`src/hdl/sacd_pkg.sv`:
```
// Shared types and constants for the steering average center detector.
package sacd_pkg;

	localparam int WINDOW_LEN_DEF = 20;

	localparam int SAMPLE_W = 12;
	localparam int TARGET_W = 22;
	localparam int COUNT_W  = 6;
	localparam int CFG_IDX_W = 2;

	localparam logic [COUNT_W-1:0] COUNT_MAX = '1;

	// register map
	localparam logic [CFG_IDX_W-1:0] CFG_BAND_LOW    = 2'd0;
	localparam logic [CFG_IDX_W-1:0] CFG_BAND_HIGH   = 2'd1;
	localparam logic [CFG_IDX_W-1:0] CFG_DWELL_LIMIT = 2'd2;

	localparam logic [SAMPLE_W-1:0] BAND_LOW_RST    = 12'd2010;
	localparam logic [SAMPLE_W-1:0] BAND_HIGH_RST   = 12'd2210;
	localparam logic [COUNT_W-1:0]  DWELL_LIMIT_RST = 6'd18;

	// target = (sample - mid) * scale + offset
	localparam logic signed [SAMPLE_W:0]   SAMPLE_MID    = 13'sd2048;
	localparam logic signed [TARGET_W-1:0] TARGET_SCALE  = 22'sd800;
	localparam logic signed [TARGET_W-1:0] TARGET_OFFSET = 22'sd360000;

	localparam int SAMPLE_MAX = 4095;

endpackage

```
`src/hdl/steering_average_center_detect.sv`:
```
// Top level of the steering average center detector.
//
// Takes one 12-bit steering sample per transfer and returns one result per
// sample: the boxcar average of the last WINDOW_LEN samples (slots not yet
// written count as zero), a zero request once the average has stayed inside
// [band_low, band_high] for more than dwell_limit consecutive samples, and
// otherwise the target position (sample-2048)*800+360000. The block accepts
// one sample every cycle unless the output stalls; results go through stages
// 1 to 3 and the output register. The rate is set by the sample ring, a RAM
// with one read and one write port: each sample reads its slot on acceptance
// and writes it back from stage 1, together with the running-sum update.
// Slots read as zero until first written, tracked by one valid flop per slot,
// so no clearing pass follows reset. Configuration writes belong in idle time.
module steering_average_center_detect #(
	parameter int WINDOW_LEN = sacd_pkg::WINDOW_LEN_DEF
) (
	input  logic        clk,
	input  logic        arst_n,
	// s_tdata: [11:0] adc_sample, [15:12] zero
	input  logic        s_tvalid,
	output logic        s_tready,
	input  logic [15:0] s_tdata,
	// m_tdata: [0] zero_request, [22:1] target_position, [34:23] average_value,
	// [39:35] zero
	output logic        m_tvalid,
	input  logic        m_tready,
	output logic [39:0] m_tdata,
	input  logic        cfg_wr_en,
	input  logic [sacd_pkg::CFG_IDX_W-1:0] cfg_index,
	input  logic [sacd_pkg::SAMPLE_W-1:0]  cfg_wdata
);

	localparam int SW    = sacd_pkg::SAMPLE_W;
	localparam int TW    = sacd_pkg::TARGET_W;
	localparam int CW    = sacd_pkg::COUNT_W;
	localparam int IDX_W = $clog2(WINDOW_LEN);
	localparam int SUM_W = $clog2(WINDOW_LEN * sacd_pkg::SAMPLE_MAX + 1);
	// exact division by reciprocal: floor(sum * RECIP >> SHIFT) == sum / WINDOW_LEN
	localparam int SHIFT  = SUM_W + $clog2(WINDOW_LEN);
	localparam int MUL_W  = SUM_W + 1;
	localparam int PROD_W = SUM_W + MUL_W;
	localparam longint RECIP_L = ((64'd1 << SHIFT) + WINDOW_LEN - 1) / WINDOW_LEN;
	localparam logic [MUL_W-1:0] RECIP = MUL_W'(RECIP_L);
	localparam logic [IDX_W-1:0] IDX_LAST = IDX_W'(WINDOW_LEN - 1);
	localparam logic [SUM_W-1:0] SUM_MAX = SUM_W'(WINDOW_LEN * sacd_pkg::SAMPLE_MAX);

	// configuration
	logic [SW-1:0] band_low_q;
	logic [SW-1:0] band_high_q;
	logic [CW-1:0] dwell_limit_q;

	// ring state
	logic [IDX_W-1:0]      idx_q;
	logic [WINDOW_LEN-1:0] vld_q;
	logic [SUM_W-1:0]      sum_q;
	logic [CW-1:0]         count_q;

	// pipeline
	logic                s1_valid_s1, s2_valid_s2, s3_valid_s3;
	logic [SW-1:0]       sample_s1, sample_s2;
	logic [IDX_W-1:0]    slot_s1;
	logic                hit_s1;
	logic [SUM_W-1:0]    sum_s2;
	logic [PROD_W-1:0]   prod_s3;
	logic signed [TW-1:0] target_s3;

	// output register
	logic                 out_valid_q;
	logic                 out_zero_q;
	logic signed [TW-1:0] out_target_q;
	logic [SW-1:0]        out_avg_q;

	logic                 stall;
	logic                 accept;
	logic                 s1_adv;
	logic [SW-1:0]        ram_rd;
	logic [SW-1:0]        old_sample;
	logic [SUM_W-1:0]     sum_next;
	logic signed [SW:0]   centered;
	logic signed [TW-1:0] target_calc;
	logic [SW-1:0]        avg;
	logic                 in_band;
	logic [CW-1:0]        count_next;
	logic                 zero_next;

	assign stall    = out_valid_q && !m_tready;
	assign s_tready = !stall;
	assign accept   = s_tvalid && !stall;
	assign s1_adv   = s1_valid_s1 && !stall;

	sacd_ram #(
		.DATA_W(SW),
		.DEPTH (WINDOW_LEN)
	) u_ring (
		.clk    (clk),
		.wr_en  (s1_adv),
		.wr_addr(slot_s1),
		.wr_data(sample_s1),
		.rd_en  (accept),
		.rd_addr(idx_q),
		.rd_data(ram_rd)
	);

	// stage 1: retire the oldest sample, update the running sum
	assign old_sample = hit_s1 ? ram_rd : '0;
	assign sum_next   = sum_q + SUM_W'(sample_s1) - SUM_W'(old_sample);

	// stage 2: target position
	assign centered    = $signed({1'b0, sample_s2}) - sacd_pkg::SAMPLE_MID;
	assign target_calc = TW'(centered) * sacd_pkg::TARGET_SCALE + sacd_pkg::TARGET_OFFSET;

	// stage 3: average, band check, dwell count
	assign avg     = prod_s3[SHIFT +: SW];
	assign in_band = (avg >= band_low_q) && (avg <= band_high_q);

	always_comb begin
		if (!in_band) begin
			count_next = '0;
		end else if (count_q == sacd_pkg::COUNT_MAX) begin
			count_next = count_q;
		end else begin
			count_next = count_q + CW'(1);
		end
	end

	assign zero_next = count_next > dwell_limit_q;

	always_ff @(posedge clk or negedge arst_n) begin
		if (!arst_n) begin
			band_low_q    <= sacd_pkg::BAND_LOW_RST;
			band_high_q   <= sacd_pkg::BAND_HIGH_RST;
			dwell_limit_q <= sacd_pkg::DWELL_LIMIT_RST;
		end else if (cfg_wr_en) begin
			case (cfg_index)
				sacd_pkg::CFG_BAND_LOW:    band_low_q    <= cfg_wdata;
				sacd_pkg::CFG_BAND_HIGH:   band_high_q   <= cfg_wdata;
				sacd_pkg::CFG_DWELL_LIMIT: dwell_limit_q <= cfg_wdata[CW-1:0];
				default: ;
			endcase
		end
	end

	always_ff @(posedge clk or negedge arst_n) begin
		if (!arst_n) begin
			idx_q       <= '0;
			vld_q       <= '0;
			sum_q       <= '0;
			count_q     <= '0;
			s1_valid_s1 <= 1'b0;
			s2_valid_s2 <= 1'b0;
			s3_valid_s3 <= 1'b0;
			out_valid_q <= 1'b0;
		end else if (!stall) begin
			s1_valid_s1 <= s_tvalid;
			s2_valid_s2 <= s1_valid_s1;
			s3_valid_s3 <= s2_valid_s2;
			out_valid_q <= s3_valid_s3;
			if (s_tvalid) begin
				idx_q <= (idx_q == IDX_LAST) ? '0 : idx_q + IDX_W'(1);
			end
			if (s1_valid_s1) begin
				sum_q          <= sum_next;
				vld_q[slot_s1] <= 1'b1;
			end
			if (s3_valid_s3) begin
				count_q <= count_next;
			end
		end
	end

	always_ff @(posedge clk) begin
		if (!stall) begin
			sample_s1    <= s_tdata[SW-1:0];
			slot_s1      <= idx_q;
			hit_s1       <= vld_q[idx_q];
			sample_s2    <= sample_s1;
			sum_s2       <= sum_next;
			prod_s3      <= PROD_W'(sum_s2) * PROD_W'(RECIP);
			target_s3    <= target_calc;
			out_zero_q   <= zero_next;
			out_target_q <= zero_next ? '0 : target_s3;
			out_avg_q    <= avg;
		end
	end

	assign m_tvalid = out_valid_q;
	assign m_tdata  = {5'd0, out_avg_q, out_target_q, out_zero_q};

	// write-back slot never collides with the slot read in the same cycle
	assert property (@(posedge clk) disable iff (!arst_n)
		(s1_adv && accept) |-> (slot_s1 != idx_q))
		else $error("ring read and write hit the same slot");

	assert property (@(posedge clk) disable iff (!arst_n)
		sum_q <= SUM_MAX)
		else $error("running sum exceeds window capacity");

	assert property (@(posedge clk) disable iff (!arst_n)
		idx_q <= IDX_LAST)
		else $error("ring index out of range");

	// a stalled output must not let the dwell count or the running sum move
	assert property (@(posedge clk) disable iff (!arst_n)
		stall |=> $stable(count_q) && $stable(sum_q))
		else $error("state advanced during output stall");

endmodule

```
`src/hdl/sacd_ram.sv`:
```
// Generic single-write, single-read RAM with registered read data.
module sacd_ram #(
	parameter int DATA_W = 12,
	parameter int DEPTH  = 20
) (
	input  logic                     clk,
	input  logic                     wr_en,
	input  logic [$clog2(DEPTH)-1:0] wr_addr,
	input  logic [DATA_W-1:0]        wr_data,
	input  logic                     rd_en,
	input  logic [$clog2(DEPTH)-1:0] rd_addr,
	output logic [DATA_W-1:0]        rd_data
);

	logic [DATA_W-1:0] mem [DEPTH];

	always_ff @(posedge clk) begin
		if (wr_en) begin
			mem[wr_addr] <= wr_data;
		end
		if (rd_en) begin
			rd_data <= mem[rd_addr];
		end
	end

endmodule
```
`config.mk`:
```
export PLATFORM = sky130hd
export DESIGN_NAME = steering_average_center_detect
export DESIGN_NICKNAME = d
export VERILOG_FILES = /design/src/hdl/sacd_pkg.sv /design/src/hdl/steering_average_center_detect.sv /design/src/hdl/sacd_ram.sv
export SDC_FILE = /design/constraint.sdc
export NUM_CORES = 1
export LEC_CHECK = 0
export BUFFER_PORTS_ARGS = -buffer_cell sky130_fd_sc_hd__buf_2
export CORE_ASPECT_RATIO = 1.75
export CORE_MARGIN = 2
export CORE_UTILIZATION = 30
export CTS_CLUSTER_SIZE = 12
export DETAILED_ROUTE_END_ITERATION = 16
export PLACE_DENSITY = 0.5
export SETUP_SLACK_MARGIN = 0.02
export SLEW_MARGIN = 20
export SYNTH_ARGS = -nofsm -noshare
export SYNTH_HDL_FRONTEND = slang
export SYNTH_SLANG_ARGS = --single-unit
```
`constraint.sdc`:
```
create_clock -name clk -period 14.6 [get_ports clk]
set_input_delay 0.73 -clock clk [delete_from_list [all_inputs] [get_ports clk]]
set_output_delay 0.73 -clock clk [all_outputs]
set_load 0.02 [all_outputs]
```
# == Word level (Yosys, flattened, before mapping) ==
# Memory sizes are Yosys's and may differ from the RTL's. A register that Yosys moved wholly into a read port is not among the register bits.
# Index checks and enable logic that the tools add are counted.
# Widths: inputs -> output; s select.
# totals
memories,1
ram_bits,240
input_bits,35
register_bits,218
out_inout_bits,42
wordCells,66
# classes
reduce_logical,14
n_mux,10
n_eq_ne,4
multipliers,2
magnitude_cmp,6
n_bitwise,2
addsub,6
# mem_list
name,depth,word_bits,rd,rd_clocked_by_memory_dff,wr,line,source
u_ring.mem,20,12,1,1,1,sacd_ram.sv:15,logic [DATA_W-1:0] mem [DEPTH];
# op_table
op,n
$mul 17x16->32 const B,1
$add 22x20->22 const B,1
$or 20x20->20,1
$add 17x12->17,1
$mul 13x6->17 const B,1
$sub 17x12->17,1
$sub 12x12->13 const B,1
$ge 12x12->1,1
$le 12x12->1,1
$lt 5x6->1 const B,2
$mux 12,1
$mux 6,2
$reduce_and 2->1,6
$add 6x1->6 const B,1
$eq 6x6->1 const B,1
$gt 6x6->1,1
$add 5x1->5 const B,1
$bmux 1 s5,1
$demux 1 s5,1
$eq 5x5->1 const B,1
$ge 5x1->1 const B,1
$logic_and 1x1->1,5
$mux 5,1
$mux 1,4
other kinds (5),6

# == Depth between registers and ports, before layout ==
# depth
ltp_word,6
ltp_mapped,21
ltp_nobuf,21

# == Hierarchy ==
# A second synthesis with hierarchy kept.
# hier_totals
hier_cells,1811
hier_area_um2,24442.2
# modules_own_cells
mod,cells_each,seq_area_each_um2,area_per_inst_um2,n_inst
steering_average_center_detect,1346,5252.5,14754.2,1
sacd_ram,465,7567.3,9688.0,1

# == Least setup slack after synthesis ==
# No wires, ideal clock.
# synth_timing
path_kind,input port to flip-flop
startpoint,input port m_tready
endpoint,memory u_ring.mem[10][0] (enable)
setup_time_ns,0.382
path_slack_ns,8.704
cell_stages,4
t_required_ns,14.218
n_path_buf,1
arrival_time_ns,5.515
cell_sequence,nand2b_1 -> clkbuf_1 -> nand4b_1 -> nor2_1
# synth_via
elab_chain_cells,6
# synth_rtl
element,line,source
start: declaration,steering_average_center_detect.sv:26,"input logic m_tready,"
$logic_not 1->1,steering_average_center_detect.sv:86,assign stall = out_valid_q && !m_tready;
$logic_and 1x1->1,steering_average_center_detect.sv:86,
$logic_not 1->1,-,
via s_tready,steering_average_center_detect.sv:21,"output logic s_tready,"
$logic_and 1x1->1,steering_average_center_detect.sv:89,assign s1_adv = s1_valid_s1 && !stall;
$mux 1,sacd_ram.sv:18,if (wr_en) begin
$mux 1 (not written as such),sacd_ram.sv:19,mem[wr_addr] <= wr_data;
end: declaration,sacd_ram.sv:15,
# The timed path passes the listed nets, and every way through them passes these cells.

# == Worst setup path in the final report ==
# layout_timing
startpoint,register sum_s2[6]
endpoint,register prod_s3[30] (data pin)
# layout_via
elab_chain_cells,1
# layout_rtl
element,line,source
start: declaration,steering_average_center_detect.sv:63,logic [SUM_W-1:0] sum_s2;
start signal: assignment,steering_average_center_detect.sv:177,sum_s2 <= sum_next;
$mul 17x16->32,steering_average_center_detect.sv:178,prod_s3 <= PROD_W'(sum_s2) * PROD_W'(RECIP);
end signal: assignment,steering_average_center_detect.sv:178,
end: declaration,steering_average_center_detect.sv:64,logic [PROD_W-1:0] prod_s3;
# Every way passes these cells.
# A chain may end at the register's enable or synchronous reset.

==> impl_metrics.json <==
{
  "status": "finished clean",
  "cts_tree": "built",
  "cp.required_ns": 14.95,
  "dieWidth_microns": 219,
  "synthDistinctLibCells": 72,
  "syn_area_sq_um": 24300,
  "synthFlopType": "edfxtp_1",
  "n_antenna_cell": 0,
  "synth_fa_ha_area_share_pct": 20.0,
  "async_flop_share_pct": 18.6,
  "slew_violations": 0,
  "layout_commonest_cell": "edfxtp_1",
  "antenna_found_initial": 0,
  "routed_wl_microns": 52300,
  "grt.overflow.total": 0,
  "synth-edff-count": 358,
  "synthXorXnorAreaFrac_pct": 2.13,
  "fmax_mhz": 166,
  "cts-root-buf": "clkbuf_16",
  "syn_avg_cell_area_sq_um": 14.3,
  "setup_viol": 0,
  "finalClockSkew_ns": 0.0338,
  "critPathMaxFanout": 5,
  "ys_seq_area_share_pct": 52.9,
  "synth_cells": 1692,
  "clk_latency_ns": 0.59,
  "areaGrowthSynthToFinish_pct": 12.4,
  "grt_pass1_wl_microns": 81300,
  "cts_sinks": 440,
  "ant_nets": 0,
  "start_util_pct": 30.1,
  "path_cells": "ha_1 > inv_1 > fa_1 > inv_1 > fa_1 > fa_1 > inv_1 > fa_1 > fa_1 > inv_1 > ha_1 > a21o_1 > a21o_1 > a211o_1 > a221oi_2 > a21boi_1 > nor2_1 > o21bai_1 > xor2_1",
  "ios": 77,
  "worst_slack_ns": 8.57,
  "grt_max_degree": 73,
  "synth_warnings": 0,
  "end_kind": "flop",
  "synth.mux.area_fraction_pct": 9.86,
  "startpoint_type": "flop",
  "synth_top_family_by_area": "adder cells",
  "dieArea_sq_um": 83200,
  "relSlewSlack_pct": 29.4,
  "most-common-layout-cells": "edfxtp_1, inv_1, ha_1",
  "grt_pass1_vias": 14459,
  "wire_per_inst_microns": 18.3,
  "crit_slowest_cell": "edfxtp_1",
  "gp_congestion": 0.803,
  "die_y_microns": 380,
  "rows": 138,
  "tightest_slew_ns": 1.06,
  "io_buffers": 62,
  "fin_crit_ns": 6.03,
  "routed_via_density": 4.50,
  "post-route-period-util_pct": 41.3,
  "grt_busiest_layer": "met2",
  "arrival_ns": 6.37,
  "max_cap_violations": 0,
  "drc": 0,
  "track_usage_pct": 12.9,
  "n_fill_cell": 7929,
  "core_sq_um": 80500,
  "dp_worst_setup_slack_ns": 8.55,
  "drt-pass1-iter-count": 6,
  "drive_gt1_share_pct": 19.0,
  "clk_pin_slew_ns": 0.07,
  "nNetsFinal": 2141,
  "grtUsageMet2_pct": 26.2,
  "numCtsBuffers": 46,
  "dr.first_iter.drc_count": 428,
  "gr-usage-met3_pct": 1.79,
  "htreeDepth": 2,
  "crit_type": "flop to flop",
  "fin_util_pct": 33.9,
  "synth_compound_area_share_pct": 4.46,
  "cp_common_cell": "fa_1",
  "vias": 12889,
  "hold_class": "input pin to flop",
  "worst_path_largest_cell_delay_ns": 0.55,
  "hold_viol_final": 0,
  "dp_hpwl_microns": 39000,
  "fin_setup_tns_ns": 0,
  "synthSimpleGateAreaFrac_pct": 4.83,
  "cts_buffer_depth": 3,
  "rsz0062_at_grt": "false",
  "post-cts-setup-buffers": 0,
  "synth_seq_cells": 440,
  "gr-usage-met1_pct": 12.9
}
## worst max-delay path, delay by kind of cell, from the launching register on
kind            cells  cell delay, ns
simple gates        1            0.24
fa+ha+maj           7            3.32
buf+inv             4            0.24
flops               1            0.55
compound gates      6            1.27
xor+xnor            1            0.14
## synthesized netlist by cell type, types with 3 or more instances
cell      instances  share of area [%]
o21a_1            5               0.15
o21ai_0          28               0.58
nand4_1           9               0.23
mux2_2           51                2.4
o211ai_1          4               0.12
buf_4            11               0.34
mux4_2           78                7.2
dfrtp_1          68                7.0
nand3b_1          3              0.093
nor2_1           60               0.93
and3_1            7               0.18
nor2b_1           8               0.21
buf_1             9               0.14
fa_1            109                9.0
a31oi_1           5               0.13
a211oi_1          4               0.12
buf_2             5               0.10
nor3_1            9               0.19
a21o_1           30               0.93
o21ai_1           5               0.10
mux2i_1           6               0.25
or2_2            23               0.59
xnor2_1          42                1.5
or3_1             6               0.15
clkbuf_1         14               0.22
xor2_1           17               0.61
a21oi_1          39               0.80
inv_1           306                4.7
ha_1            214                 11
o21bai_1          3              0.093
nand3_1          12               0.25
nand2_1          34               0.53
buf_6             6               0.28
nand2b_1         12               0.31
dfstp_2          14                1.5
edfxtp_1        358                 44
and2_1           33               0.85
## layout make-up
cell class	count	area (sq um)	area share [%]
inverter	306	1150	4.21
sequential	440	12800	47.0
multi-input combinational	910	10100	37.1
clock inverter	10	81.3	0.298
timing repair buffer	79	447	1.64
tap	1050	1310	4.82
clock buffer	68	1330	4.86
## metal layers
layer | up-vias | share of wire [%]
met2 | 179 | 58
met5 | - | 0
met4 | 0 | 3.2
met1 | 6538 | 36
met3 | 70 | 2.7
li1 | 6102 | -
## state kept, by name, indices dropped and copies added, names as in the netlist, 5 cells and up
register / cells
u_ring.mem: 240
vld_q: 20
out_target_q: 17
sum_q: 17
sum_s2: 17
target_s3: 17
band_high_q: 12
band_low_q: 12
out_avg_q: 12
prod_s3: 12
sample_s1: 12
sample_s2: 12
u_ring.rd_data: 12
count_q: 6
dwell_limit_q: 6
idx_q: 5
slot_s1: 5
## through the flow
step	cells	area [sq um]	hold WS (ns)
after detailed placement	2784	25800	0.441
after floorplan	1701	24300	0.420
after global routing	2863	27300	0.293
after CTS	2863	27200	0.280
final	2863	27300	0.311
after global placement	2784	25800	0.442
## logic make-up (layout without fill, tap and decap cells)
kind of cell               Yosys count  after routing
muxes                              135            135
adders and majority gates          323            323
and+or+nand+nor                    224            224
AOI/OAI and AO/OA                  159            159
DFF                                440            440
xor gates and xnor gates            59             59
buffers and inverters              351            463
other                                1             10
## path summary, 6_finish.rpt
| path | from | end | slack [ns] | cells past startpoint |
|---|---|---|---|---|
| setup / recovery | sum_s2[6]$_DFFE_PN_ | prod_s3[30]$_DFFE_PN_ | 8.57 | 19 |
| hold / removal | s_tdata[7] | sample_s1[7]$_DFFE_PN_ | 0.31 | 1 |
| setup reg to reg | sum_s2[6]$_DFFE_PN_ | prod_s3[30]$_DFFE_PN_ | 8.57 | 19 |
| hold reg to reg | prod_s3[22]$_DFFE_PN_ | out_avg_q[0]$_DFFE_PN_ | 0.45 | 0 |
| max in group asynchronous | arst_n | idx_q[0]$_DFFE_PN0P_ | 13.04 | 3 |
| min in group asynchronous | arst_n | dwell_limit_q[5]$_DFFE_PN0P_ | 0.51 | 2 |
## timing repair
item,CTS,global route
endpoints found under the hold margin,4,0
resized for setup,0,0
hold buffers,1,0
Power is not shown: default switching activity piles up to over one toggle a cycle in this logic, so the estimate is an artifact.
